[src/hdl/rtu_pkg.sv]
package rtu_pkg;

    localparam int FRAME_BYTES_DEF = 64;

    localparam logic [7:0]  SLAVE_ID_RST  = 8'd1;
    localparam logic [9:0]  GAP_TICKS_RST = 10'd50;

    localparam logic [15:0] CRC_INIT = 16'hFFFF;
    localparam logic [15:0] CRC_POLY = 16'hA001;

    // register indexes of the configuration port
    localparam logic CFG_SLAVE_ID  = 1'b0;
    localparam logic CFG_GAP_TICKS = 1'b1;

    // result status codes
    localparam logic [1:0] STATUS_PAYLOAD = 2'd0;
    localparam logic [1:0] STATUS_CRC_ERR = 2'd1;
    localparam logic [1:0] STATUS_OVERFLOW = 2'd2;

    typedef enum logic [1:0] {
        ST_IDLE,
        ST_WALK_RD,
        ST_WALK_DATA
    } t_state;

    // receive-side status handed to the frame sequencer
    typedef struct packed {
        logic       receiving;
        logic       overflowed;
        logic       gap_hit;
        logic       room;
        logic       crc_ok;
        logic [7:0] addr_byte;
        logic [7:0] func_byte;
    } t_rx_stat;

    function automatic logic [15:0] crc16_byte(input logic [15:0] c_in, input logic [7:0] d);
        logic [15:0] c;
        c = c_in ^ {8'h00, d};
        for (int b = 0; b < 8; b++) begin
            c = c[0] ? ((c >> 1) ^ CRC_POLY) : (c >> 1);
        end
        return c;
    endfunction

endpackage

[src/hdl/rtu_in_if.sv]
interface rtu_in_if;
    logic       valid;
    logic       ready;
    logic       op;
    logic [7:0] rx_byte;

    modport source (output valid, output op, output rx_byte, input ready);
    modport sink   (input valid, input op, input rx_byte, output ready);
endinterface

[src/hdl/rtu_out_if.sv]
interface rtu_out_if;
    logic       valid;
    logic       ready;
    logic [1:0] status;
    logic [7:0] out_byte;
    logic       last;

    modport source (output valid, output status, output out_byte, output last, input ready);
    modport sink   (input valid, input status, input out_byte, input last, output ready);
endinterface

[src/hdl/rtu_frame_receiver_crc_check.sv]
// Channel   Direction  Payload                      Request
// i_in      sink       op, rx_byte                  one serial byte or one 1 ms tick
// o_out     source     status, out_byte, last       one result of a finished frame
//
// The CRC is folded in as bytes arrive, so a frame end loads a single result, or
// for a good frame a length byte and then a buffer walk over the stored bytes:
// the buffer walk issues one frame store read per cycle while the output register is free.
// Input is held off during the walk and while an undelivered result blocks the
// output register. Synchronous active-low reset; the frame store is not cleared.
module rtu_frame_receiver_crc_check #(
    parameter int FRAME_BYTES = rtu_pkg::FRAME_BYTES_DEF
) (
    input  logic        i_clk,
    input  logic        i_rst_n,
    rtu_in_if.sink      i_in,
    rtu_out_if.source   o_out,
    input  logic        i_cfg_we,
    input  logic        i_cfg_index,
    input  logic [9:0]  i_cfg_data
);

    localparam int AW = $clog2(FRAME_BYTES);
    localparam int CW = $clog2(FRAME_BYTES + 1);

    logic [7:0]        r_slave_id;
    logic [9:0]        r_gap_ticks;

    rtu_pkg::t_state   r_state, n_state;
    logic [AW-1:0]     r_addr, n_addr;
    logic [AW-1:0]     r_end, n_end;
    logic              r_ov, n_ov;
    logic [1:0]        r_status, n_status;
    logic [7:0]        r_byte, n_byte;
    logic              r_last, n_last;

    logic [7:0]        mem [FRAME_BYTES];
    logic [7:0]        r_rdata;
    logic              w_rd;
    logic [AW-1:0]     w_rd_addr;

    logic              w_accept;
    logic              w_byte;
    logic              w_tick;
    logic              w_finish;
    logic              w_load;
    logic              w_slot;
    logic [CW-1:0]     w_count;
    logic [CW-1:0]     w_len;
    rtu_pkg::t_rx_stat w_stat;

    always_ff @(posedge i_clk) begin
        if (!i_rst_n) begin
            r_slave_id  <= rtu_pkg::SLAVE_ID_RST;
            r_gap_ticks <= rtu_pkg::GAP_TICKS_RST;
        end else if (i_cfg_we) begin
            case (i_cfg_index)
                rtu_pkg::CFG_SLAVE_ID:  r_slave_id  <= i_cfg_data[7:0];
                rtu_pkg::CFG_GAP_TICKS: r_gap_ticks <= i_cfg_data;
                default: ;
            endcase
        end
    end

    assign w_slot     = !r_ov || o_out.ready;
    assign i_in.ready = (r_state == rtu_pkg::ST_IDLE) && w_slot;
    assign w_accept   = i_in.valid && i_in.ready;
    assign w_byte     = w_accept && !i_in.op;
    assign w_tick     = w_accept && i_in.op;
    assign w_finish   = w_tick && w_stat.receiving && w_stat.gap_hit;
    assign w_len      = w_count - CW'(3);

    rtu_rx_track #(
        .FRAME_BYTES (FRAME_BYTES)
    ) u_track (
        .i_clk       (i_clk),
        .i_rst_n     (i_rst_n),
        .i_byte      (w_byte),
        .i_rx_byte   (i_in.rx_byte),
        .i_tick      (w_tick),
        .i_clear     (w_finish),
        .i_gap_ticks (r_gap_ticks),
        .o_count     (w_count),
        .o_stat      (w_stat)
    );

    always_ff @(posedge i_clk) begin
        if (w_byte && w_stat.room) begin
            mem[w_count[AW-1:0]] <= i_in.rx_byte;
        end
        if (w_rd) begin
            r_rdata <= mem[w_rd_addr];
        end
    end

    always_comb begin
        n_state   = r_state;
        n_addr    = r_addr;
        n_end     = r_end;
        n_status  = r_status;
        n_byte    = r_byte;
        n_last    = r_last;
        w_load    = 1'b0;
        w_rd      = 1'b0;
        w_rd_addr = r_addr;

        case (r_state)
            rtu_pkg::ST_IDLE: begin
                // drop frames for another address without a result
                if (w_finish && (w_stat.addr_byte == r_slave_id)) begin
                    w_load = 1'b1;
                    n_byte = w_stat.func_byte;
                    n_last = 1'b1;
                    if (w_stat.overflowed) begin
                        n_status = rtu_pkg::STATUS_OVERFLOW;
                    end else if ((w_count < CW'(3)) || !w_stat.crc_ok) begin
                        n_status = rtu_pkg::STATUS_CRC_ERR;
                    end else begin
                        n_status = rtu_pkg::STATUS_PAYLOAD;
                        n_byte   = 8'(w_len);
                        n_last   = (w_count == CW'(3));
                        n_addr   = AW'(1);
                        n_end    = w_len[AW-1:0];
                        if (w_count != CW'(3)) begin
                            n_state = rtu_pkg::ST_WALK_RD;
                        end
                    end
                end
            end
            rtu_pkg::ST_WALK_RD: begin
                w_rd    = 1'b1;
                n_state = rtu_pkg::ST_WALK_DATA;
            end
            rtu_pkg::ST_WALK_DATA: begin
                if (w_slot) begin
                    w_load   = 1'b1;
                    n_status = rtu_pkg::STATUS_PAYLOAD;
                    n_byte   = r_rdata;
                    n_last   = (r_addr == r_end);
                    if (r_addr == r_end) begin
                        n_state = rtu_pkg::ST_IDLE;
                    end else begin
                        // prefetch the next byte while this one goes out
                        w_rd      = 1'b1;
                        w_rd_addr = r_addr + AW'(1);
                        n_addr    = r_addr + AW'(1);
                    end
                end
            end
            default: begin
                n_state = rtu_pkg::ST_IDLE;
            end
        endcase

        n_ov = w_load || (r_ov && !o_out.ready);
    end

    always_ff @(posedge i_clk) begin
        if (!i_rst_n) begin
            r_state <= rtu_pkg::ST_IDLE;
            r_ov    <= 1'b0;
        end else begin
            r_state <= n_state;
            r_ov    <= n_ov;
        end
    end

    always_ff @(posedge i_clk) begin
        r_addr   <= n_addr;
        r_end    <= n_end;
        r_status <= n_status;
        r_byte   <= n_byte;
        r_last   <= n_last;
    end

    assign o_out.valid    = r_ov;
    assign o_out.status   = r_status;
    assign o_out.out_byte = r_byte;
    assign o_out.last     = r_last;

`ifndef SYNTHESIS
    a_load_free_slot: assert property (@(posedge i_clk) disable iff (!i_rst_n)
        w_load |-> (!r_ov || o_out.ready))
        else $error("result loaded over an undelivered one");

    a_walk_in_range: assert property (@(posedge i_clk) disable iff (!i_rst_n)
        (r_state == rtu_pkg::ST_WALK_DATA) |-> (r_addr <= r_end))
        else $error("buffer walk past frame end");

    a_count_bound: assert property (@(posedge i_clk) disable iff (!i_rst_n)
        w_count <= CW'(FRAME_BYTES))
        else $error("byte count beyond frame store");

    a_walk_no_input: assert property (@(posedge i_clk) disable iff (!i_rst_n)
        (r_state != rtu_pkg::ST_IDLE) |=> !(w_byte && w_stat.room) || (r_state == rtu_pkg::ST_IDLE))
        else $error("frame store written during buffer walk");
`endif

endmodule

[src/hdl/rtu_rx_track.sv]
module rtu_rx_track #(
    parameter int FRAME_BYTES = rtu_pkg::FRAME_BYTES_DEF,
    localparam int CW = $clog2(FRAME_BYTES + 1)
) (
    input  logic                 i_clk,
    input  logic                 i_rst_n,
    input  logic                 i_byte,
    input  logic [7:0]           i_rx_byte,
    input  logic                 i_tick,
    input  logic                 i_clear,
    input  logic [9:0]           i_gap_ticks,
    output logic [CW-1:0]        o_count,
    output rtu_pkg::t_rx_stat    o_stat
);

    logic          r_receiving;
    logic [CW-1:0] r_count;
    logic [9:0]    r_idle;
    logic          r_ovf;
    logic [15:0]   r_crc;
    logic [7:0]    r_b0;
    logic [7:0]    r_b1;
    logic [7:0]    r_tail0;
    logic [7:0]    r_tail1;
    logic          w_room;

    assign w_room = r_count < CW'(FRAME_BYTES);

    always_ff @(posedge i_clk) begin
        if (!i_rst_n || i_clear) begin
            r_receiving <= 1'b0;
            r_count     <= '0;
            r_idle      <= '0;
            r_ovf       <= 1'b0;
            r_crc       <= rtu_pkg::CRC_INIT;
        end else if (i_byte) begin
            r_receiving <= 1'b1;
            r_idle      <= '0;
            if (w_room) begin
                r_count <= r_count + CW'(1);
                // fold the byte that has just left the two-byte trailer
                if (r_count >= CW'(2)) begin
                    r_crc <= rtu_pkg::crc16_byte(r_crc, r_tail1);
                end
            end else begin
                r_ovf <= 1'b1;
            end
        end else if (i_tick && r_receiving) begin
            r_idle <= r_idle + 10'd1;
        end
    end

    always_ff @(posedge i_clk) begin
        if (i_byte && w_room) begin
            r_tail1 <= r_tail0;
            r_tail0 <= i_rx_byte;
            if (r_count == CW'(0)) begin
                r_b0 <= i_rx_byte;
            end
            if (r_count == CW'(1)) begin
                r_b1 <= i_rx_byte;
            end
        end
    end

    assign o_count            = r_count;
    assign o_stat.receiving   = r_receiving;
    assign o_stat.overflowed  = r_ovf;
    assign o_stat.gap_hit     = r_idle >= i_gap_ticks;
    assign o_stat.room        = w_room;
    assign o_stat.crc_ok      = (r_tail1 == r_crc[7:0]) && (r_tail0 == r_crc[15:8]);
    assign o_stat.addr_byte   = r_b0;
    assign o_stat.func_byte   = (r_count >= CW'(2)) ? r_b1 : 8'h00;

endmodule
[src/flat_wrapper.sv]
// flat-port wrapper written by rule: the top's interface ports become plain ports
module rtu_frame_receiver_crc_check_flat 
#(
    parameter int FRAME_BYTES = rtu_pkg::FRAME_BYTES_DEF
)
  (i_clk, i_rst_n, i_cfg_we, i_cfg_index, i_cfg_data, i_in_valid, i_in_op, i_in_rx_byte, i_in_ready, o_out_valid, o_out_status, o_out_out_byte, o_out_last, o_out_ready);
  rtu_in_if i_in_i ();
  rtu_out_if o_out_i ();
  input  logic i_clk;
  input  logic i_rst_n;
  input  logic i_cfg_we;
  input  logic i_cfg_index;
  input  logic [9:0] i_cfg_data;
  input wire logic [$bits(i_in_i.valid)-1:0] i_in_valid;
  input wire logic [$bits(i_in_i.op)-1:0] i_in_op;
  input wire logic [$bits(i_in_i.rx_byte)-1:0] i_in_rx_byte;
  output wire logic [$bits(i_in_i.ready)-1:0] i_in_ready;
  output wire logic [$bits(o_out_i.valid)-1:0] o_out_valid;
  output wire logic [$bits(o_out_i.status)-1:0] o_out_status;
  output wire logic [$bits(o_out_i.out_byte)-1:0] o_out_out_byte;
  output wire logic [$bits(o_out_i.last)-1:0] o_out_last;
  input wire logic [$bits(o_out_i.ready)-1:0] o_out_ready;
  assign i_in_i.valid = i_in_valid;
  assign i_in_i.op = i_in_op;
  assign i_in_i.rx_byte = i_in_rx_byte;
  assign i_in_ready = i_in_i.ready;
  assign o_out_valid = o_out_i.valid;
  assign o_out_status = o_out_i.status;
  assign o_out_out_byte = o_out_i.out_byte;
  assign o_out_last = o_out_i.last;
  assign o_out_i.ready = o_out_ready;
  rtu_frame_receiver_crc_check #(.FRAME_BYTES(FRAME_BYTES)) u_core (.i_clk(i_clk), .i_rst_n(i_rst_n), .i_in(i_in_i), .o_out(o_out_i), .i_cfg_we(i_cfg_we), .i_cfg_index(i_cfg_index), .i_cfg_data(i_cfg_data));
endmodule
[config.mk]
export PLATFORM = sky130hd
export DESIGN_NAME = rtu_frame_receiver_crc_check_flat
export DESIGN_NICKNAME = d
export VERILOG_FILES = /design/src/hdl/rtu_pkg.sv /design/src/hdl/rtu_in_if.sv /design/src/hdl/rtu_out_if.sv /design/src/hdl/rtu_frame_receiver_crc_check.sv /design/src/hdl/rtu_rx_track.sv /design/src/flat_wrapper.sv
export SDC_FILE = /design/constraint.sdc
export NUM_CORES = 1
export LEC_CHECK = 0
export BUFFER_PORTS_ARGS = -buffer_cell sky130_fd_sc_hd__buf_2
export CELL_PAD_IN_SITES_DETAIL_PLACEMENT = 1
export CELL_PAD_IN_SITES_GLOBAL_PLACEMENT = 1
export CORE_UTILIZATION = 40
export CTS_CLUSTER_SIZE = 16
export DETAILED_ROUTE_END_ITERATION = 16
export PLACE_DENSITY = 0.7
export SYNTH_ARGS = -nofsm -noshare
export SYNTH_HDL_FRONTEND = slang
export SYNTH_SLANG_ARGS = --single-unit
[constraint.sdc]
create_clock -name i_clk -period 4.6 [get_ports i_clk]
set_clock_uncertainty 0.2 [all_clocks]
set_input_delay 0.92 -clock i_clk [delete_from_list [all_inputs] [get_ports i_clk]]
set_output_delay 0.92 -clock i_clk [all_outputs]
set_load 0.05 [all_outputs]
==> reports/qor.log <==
INFO  logic_synthesis synth_seq_area_share=69.6%
INFO  clock_tree     cts_buffer_depth=3
INFO  logic_synthesis number_of_enable_flip_flop_cells_after_synthesis=575
INFO  logic_synthesis ys_warn_count=0
INFO  logic_synthesis post_synth_main_area_contributors=edfxtp_1 (65%), dfxtp_1 (4.2%), nand2_1 (3.6%)
INFO  detailed_routing drcViolationCount=0
INFO  critical_path  path_cells=ha_1, and3_1, a21boi_1, nor2_4, buf_12, a211oi_1, a311oi_1, a311oi_1, or3_1, o211ai_1
INFO  detailed_routing first_drt_pass_iteration_count=5
INFO  power          maximum_resistive_drop_on_vdd=0.280mV
INFO  die            floorplan.die.height=259µm
INFO  die            floorplan.die.width=259µm
INFO  critical_path  worst-endpoint-arrival=4.57ns
INFO  hold_path      min-delay-start=u_core.u_track.r_tail0[5]$_DFFE_PP_
INFO  critical_path  cpMaxStageDelayCell=a21boi_1
INFO  critical_path  critPathMaxStageDelay=0.60ns
INFO  cells_and_area layout_commonest_cell=edfxtp_1
INFO  sta            period_share=96.2%
INFO  critical_path  crit_path_kind=flip-flop to flip-flop
INFO  sta            max_slew_margin=12.2%
INFO  critical_path  path_common_cell=a311oi_1
INFO  critical_path  worst_setup_path_start_kind=flip-flop
INFO  logic_synthesis synth_top_flop_cell=edfxtp_1
INFO  placed_design  routabilityCongestion=0.918
INFO  power          leakagePower=0.0102µW
INFO  clock_tree     cts.sink_count=631
INFO  power          power_switching=2530µW
INFO  global_route   antenna_found_initial=5
INFO  clock_tree     clock_tree.htree_level_count=3
INFO  power          p_per_area=394mW/mm²
INFO  clock_tree     cts-resized-gates=0
INFO  logic_synthesis synth.distinct_cells=73
INFO  detailed_routing routed_wl=79200µm
INFO  sta            grt_setup_unrepaired=false
INFO  clock_tree     tritoncts.num_buffers=70
INFO  cells_and_area instances_no_fill=2989
INFO  critical_path  critical_path.max_fanout=27
INFO  sta            worst_pin_slew=1.31ns
INFO  global_route   number_of_global_route_vias_before_repair=18300
INFO  logic_synthesis yosysTopAreaCell=edfxtp_1
INFO  logic_synthesis postSynthAreaPerCell=13.5µm²
INFO  cells_and_area areaGrowthSynthToFinish=15.7%
INFO  global_route   grt_use_total=23.8%
INFO  die            std_cell_rows=93
INFO  critical_path  critical_path.startpoint=u_core.r_addr[1]$_SDFFCE_PN0P_
INFO  global_route   pin_count_of_the_biggest_net_entering_global_routing=82
INFO  placed_design  dp.cells=2862
INFO  cells_and_area layout-drive-gt1-share=15.4%
INFO  die            design.die.area=0.0671mm²
INFO  clock_tree     cts_setup_buffers=0
INFO  global_route   grt_pass1_wl=118000µm
INFO  logic_synthesis synthDominantCellAreaShare=65.3%
INFO  power          seqPwrFrac=52.2%
INFO  die            io-pin-count=38
INFO  logic_synthesis postSynthCellCount=1965
INFO  critical_path  r2r-start=u_core.r_addr[1]$_SDFFCE_PN0P_
INFO  critical_path  path_delay_family=compound AO/OA/AOI/OAI gates
INFO  clock_tree     clk_latency=0.63ns
INFO  clock_tree     ctsRootBufferMaster=clkbuf_16
INFO  power          pwr-share-comb=2.0%
INFO  hold_path      min_path_type=flip-flop to flip-flop
INFO  placed_design  dpl.hpwl=51000µm
INFO  critical_path  timing.critical_path.buf_inv=1
INFO  sta            maxClockFrequency=226MHz
INFO  logic_synthesis netlist_area=0.0264mm²
INFO  critical_path  worst_setup_path_end_kind=flip-flop
INFO  sta            timing.final.hold_violations=0
INFO  power          p_clk_share=45.8%
INFO  detailed_routing detail_route.wl_per_cell=26.5µm
INFO  critical_path  required=4.74ns
INFO  die            core-area=0.0649mm²
INFO  die            starting_density_of_the_core=40.7%
INFO  clock_tree     ctsHoldBuffers=0
INFO  run_status     outcome=completed
INFO  job            max_cap_violations=0
INFO  detailed_routing vias_cell=5.94
INFO  power          internal_power_of_the_cells=9530µW
INFO  detailed_routing drt_iter0_markers=1757
INFO  sta            final-setup-viol-count=0
INFO  logic_synthesis ys_ff_latch=631
INFO  sta            timing.final.max_slew_violations=0
INFO  clock_tree     cts.reportedPaths.clkPinSlew=0.06ns
INFO  detailed_routing num_vias=17800
INFO  logic_synthesis synth_nets=2013
INFO  detailed_routing ant_nets=0
INFO  global_route   gr-total-overflow=0
INFO  sta            min_period=4.43ns
INFO  sta            fin_setup_tns=0ns
INFO  cells_and_area layout.filler_cells=6573
INFO  clock_tree     cts_tree=yes
INFO  placed_design  numPortBuffers=37
INFO  cells_and_area most_frequent_cells_in_the_layout=edfxtp_1 (575), nand2_1 (256), nor2_1 (142)
INFO  power          sw_frac_of_total=21.0%
INFO  cells_and_area fin_nets=2127
INFO  logic_synthesis ffs_w_async_s_r_synth=0%
worst reg2reg max path: cells and delay by family (launching register included):
kind                       cells  cell delay, ns
and+or+nand+nor                3            0.77
adders and majority gates      1            0.51
buffers and inverters          1            0.26
AOI/OAI and AO/OA              5            1.85
DFF                            1            0.58
registers in the layout, indices dropped and copies added (netlist names), 2 cells and up:
register                flops
u_core.u_track.r_b0         8
u_core.u_track.o_count      7
u_core.u_track.r_b1         8
u_core.o_out.status         2
u_core.r_end                6
u_core.r_slave_id           8
u_core.u_track.r_idle      10
u_core.r_gap_ticks         10
u_core.r_addr               6
u_core.u_track.r_tail0      8
u_core.u_track.r_tail1      8
u_core.o_out.out_byte       8
u_core.mem                512
u_core.u_track.r_crc       16
u_core.r_state              2
u_core.r_rdata              8
path summary, 6_finish.rpt:
check	cells past startpoint	slack (ns)	end
min reg2reg	0	0.27	u_core.u_track.r_tail1[5]$_DFFE_PP_
max	10	0.17	u_core.r_rdata[7]$_DFFE_PP_
max reg2reg	10	0.17	u_core.r_rdata[7]$_DFFE_PP_
min	0	0.27	u_core.u_track.r_tail1[5]$_DFFE_PP_
cell families (layout without fill, tap and decap cells):
kind of cell	count (synthesis)	in the layout	synth area share, %
AO/OA/AOI/OAI	434	434	11.4
XOR/XNOR	73	73	2.50
adder cells (fa/ha/maj)	23	23	1.09
buffers and inverters	143	311	2.43
flip-flops	631	631	69.6
multiplexers	82	82	3.55
other	0	1	0
AND/OR/NAND/NOR	579	579	9.47
cells in the mapped netlist, types with 22 or more instances:
cell,count
dfxtp_1,56
o211ai_1,30
clkbuf_1,55
buf_2,49
mux2_2,42
ha_1,23
o221ai_1,47
nand3_1,89
xnor2_1,38
nand2_1,257
nor2_1,142
a21oi_1,53
nor3_1,22
mux2i_1,34
xor2_1,32
o22ai_1,98
edfxtp_1,575
o21ai_0,67
layer usage:
| metal | GRT usage [%] | wire [µm] | up-vias |
|---|---|---|---|
| met2 | 37.1 | 36800 | 700 |
| met4 | 9.76 | 3010 | 2 |
| met1 | 32.0 | 33200 | 9128 |
| met5 | 0 | 13 | - |
| li1 | - | - | 7775 |
| met3 | 5.35 | 6160 | 158 |
through the flow:
step | utilization [%] | hold WS, ns | power [µW] | instance area [µm²] | setup slack, ns
6_report | 47.1 | 0.271 | 12100 | 30600 | 0.174
5_1_grt | 47.1 | 0.290 | 12400 | 30600 | 0.137
4_1_cts | 47.1 | 0.274 | 12100 | 30600 | 0.263
3_5_place_dp | 43.6 | 0.257 | 6660 | 28300 | 0.147
3_3_place_gp | 43.6 | 0.251 | 6650 | 28300 | 0.324
2_1_floorplan | - | 0.236 | 6500 | 26400 | 0.235
power groups by stage:
stage	clock network [µW]	registers, µW	logic [µW]
global placement	0	6420	232
floorplan	0	6410	93.5
detailed placement	0	6420	244
CTS	5600	6300	244
finish	5520	6300	242
global route	5800	6300	263
cell type report:
class	instances	area [µm²]	area share [%]
clock inverter	40	369	1.21
tap	855	1070	3.50
inverter	24	90.1	0.295
antenna	1	2.50	0.00818
multi-input combinational	1191	7530	24.6
sequential	631	18400	60.1
timing repair buffer	161	1270	4.14
clock buffer	86	1870	6.13
(Power assumes the default switching activity.)
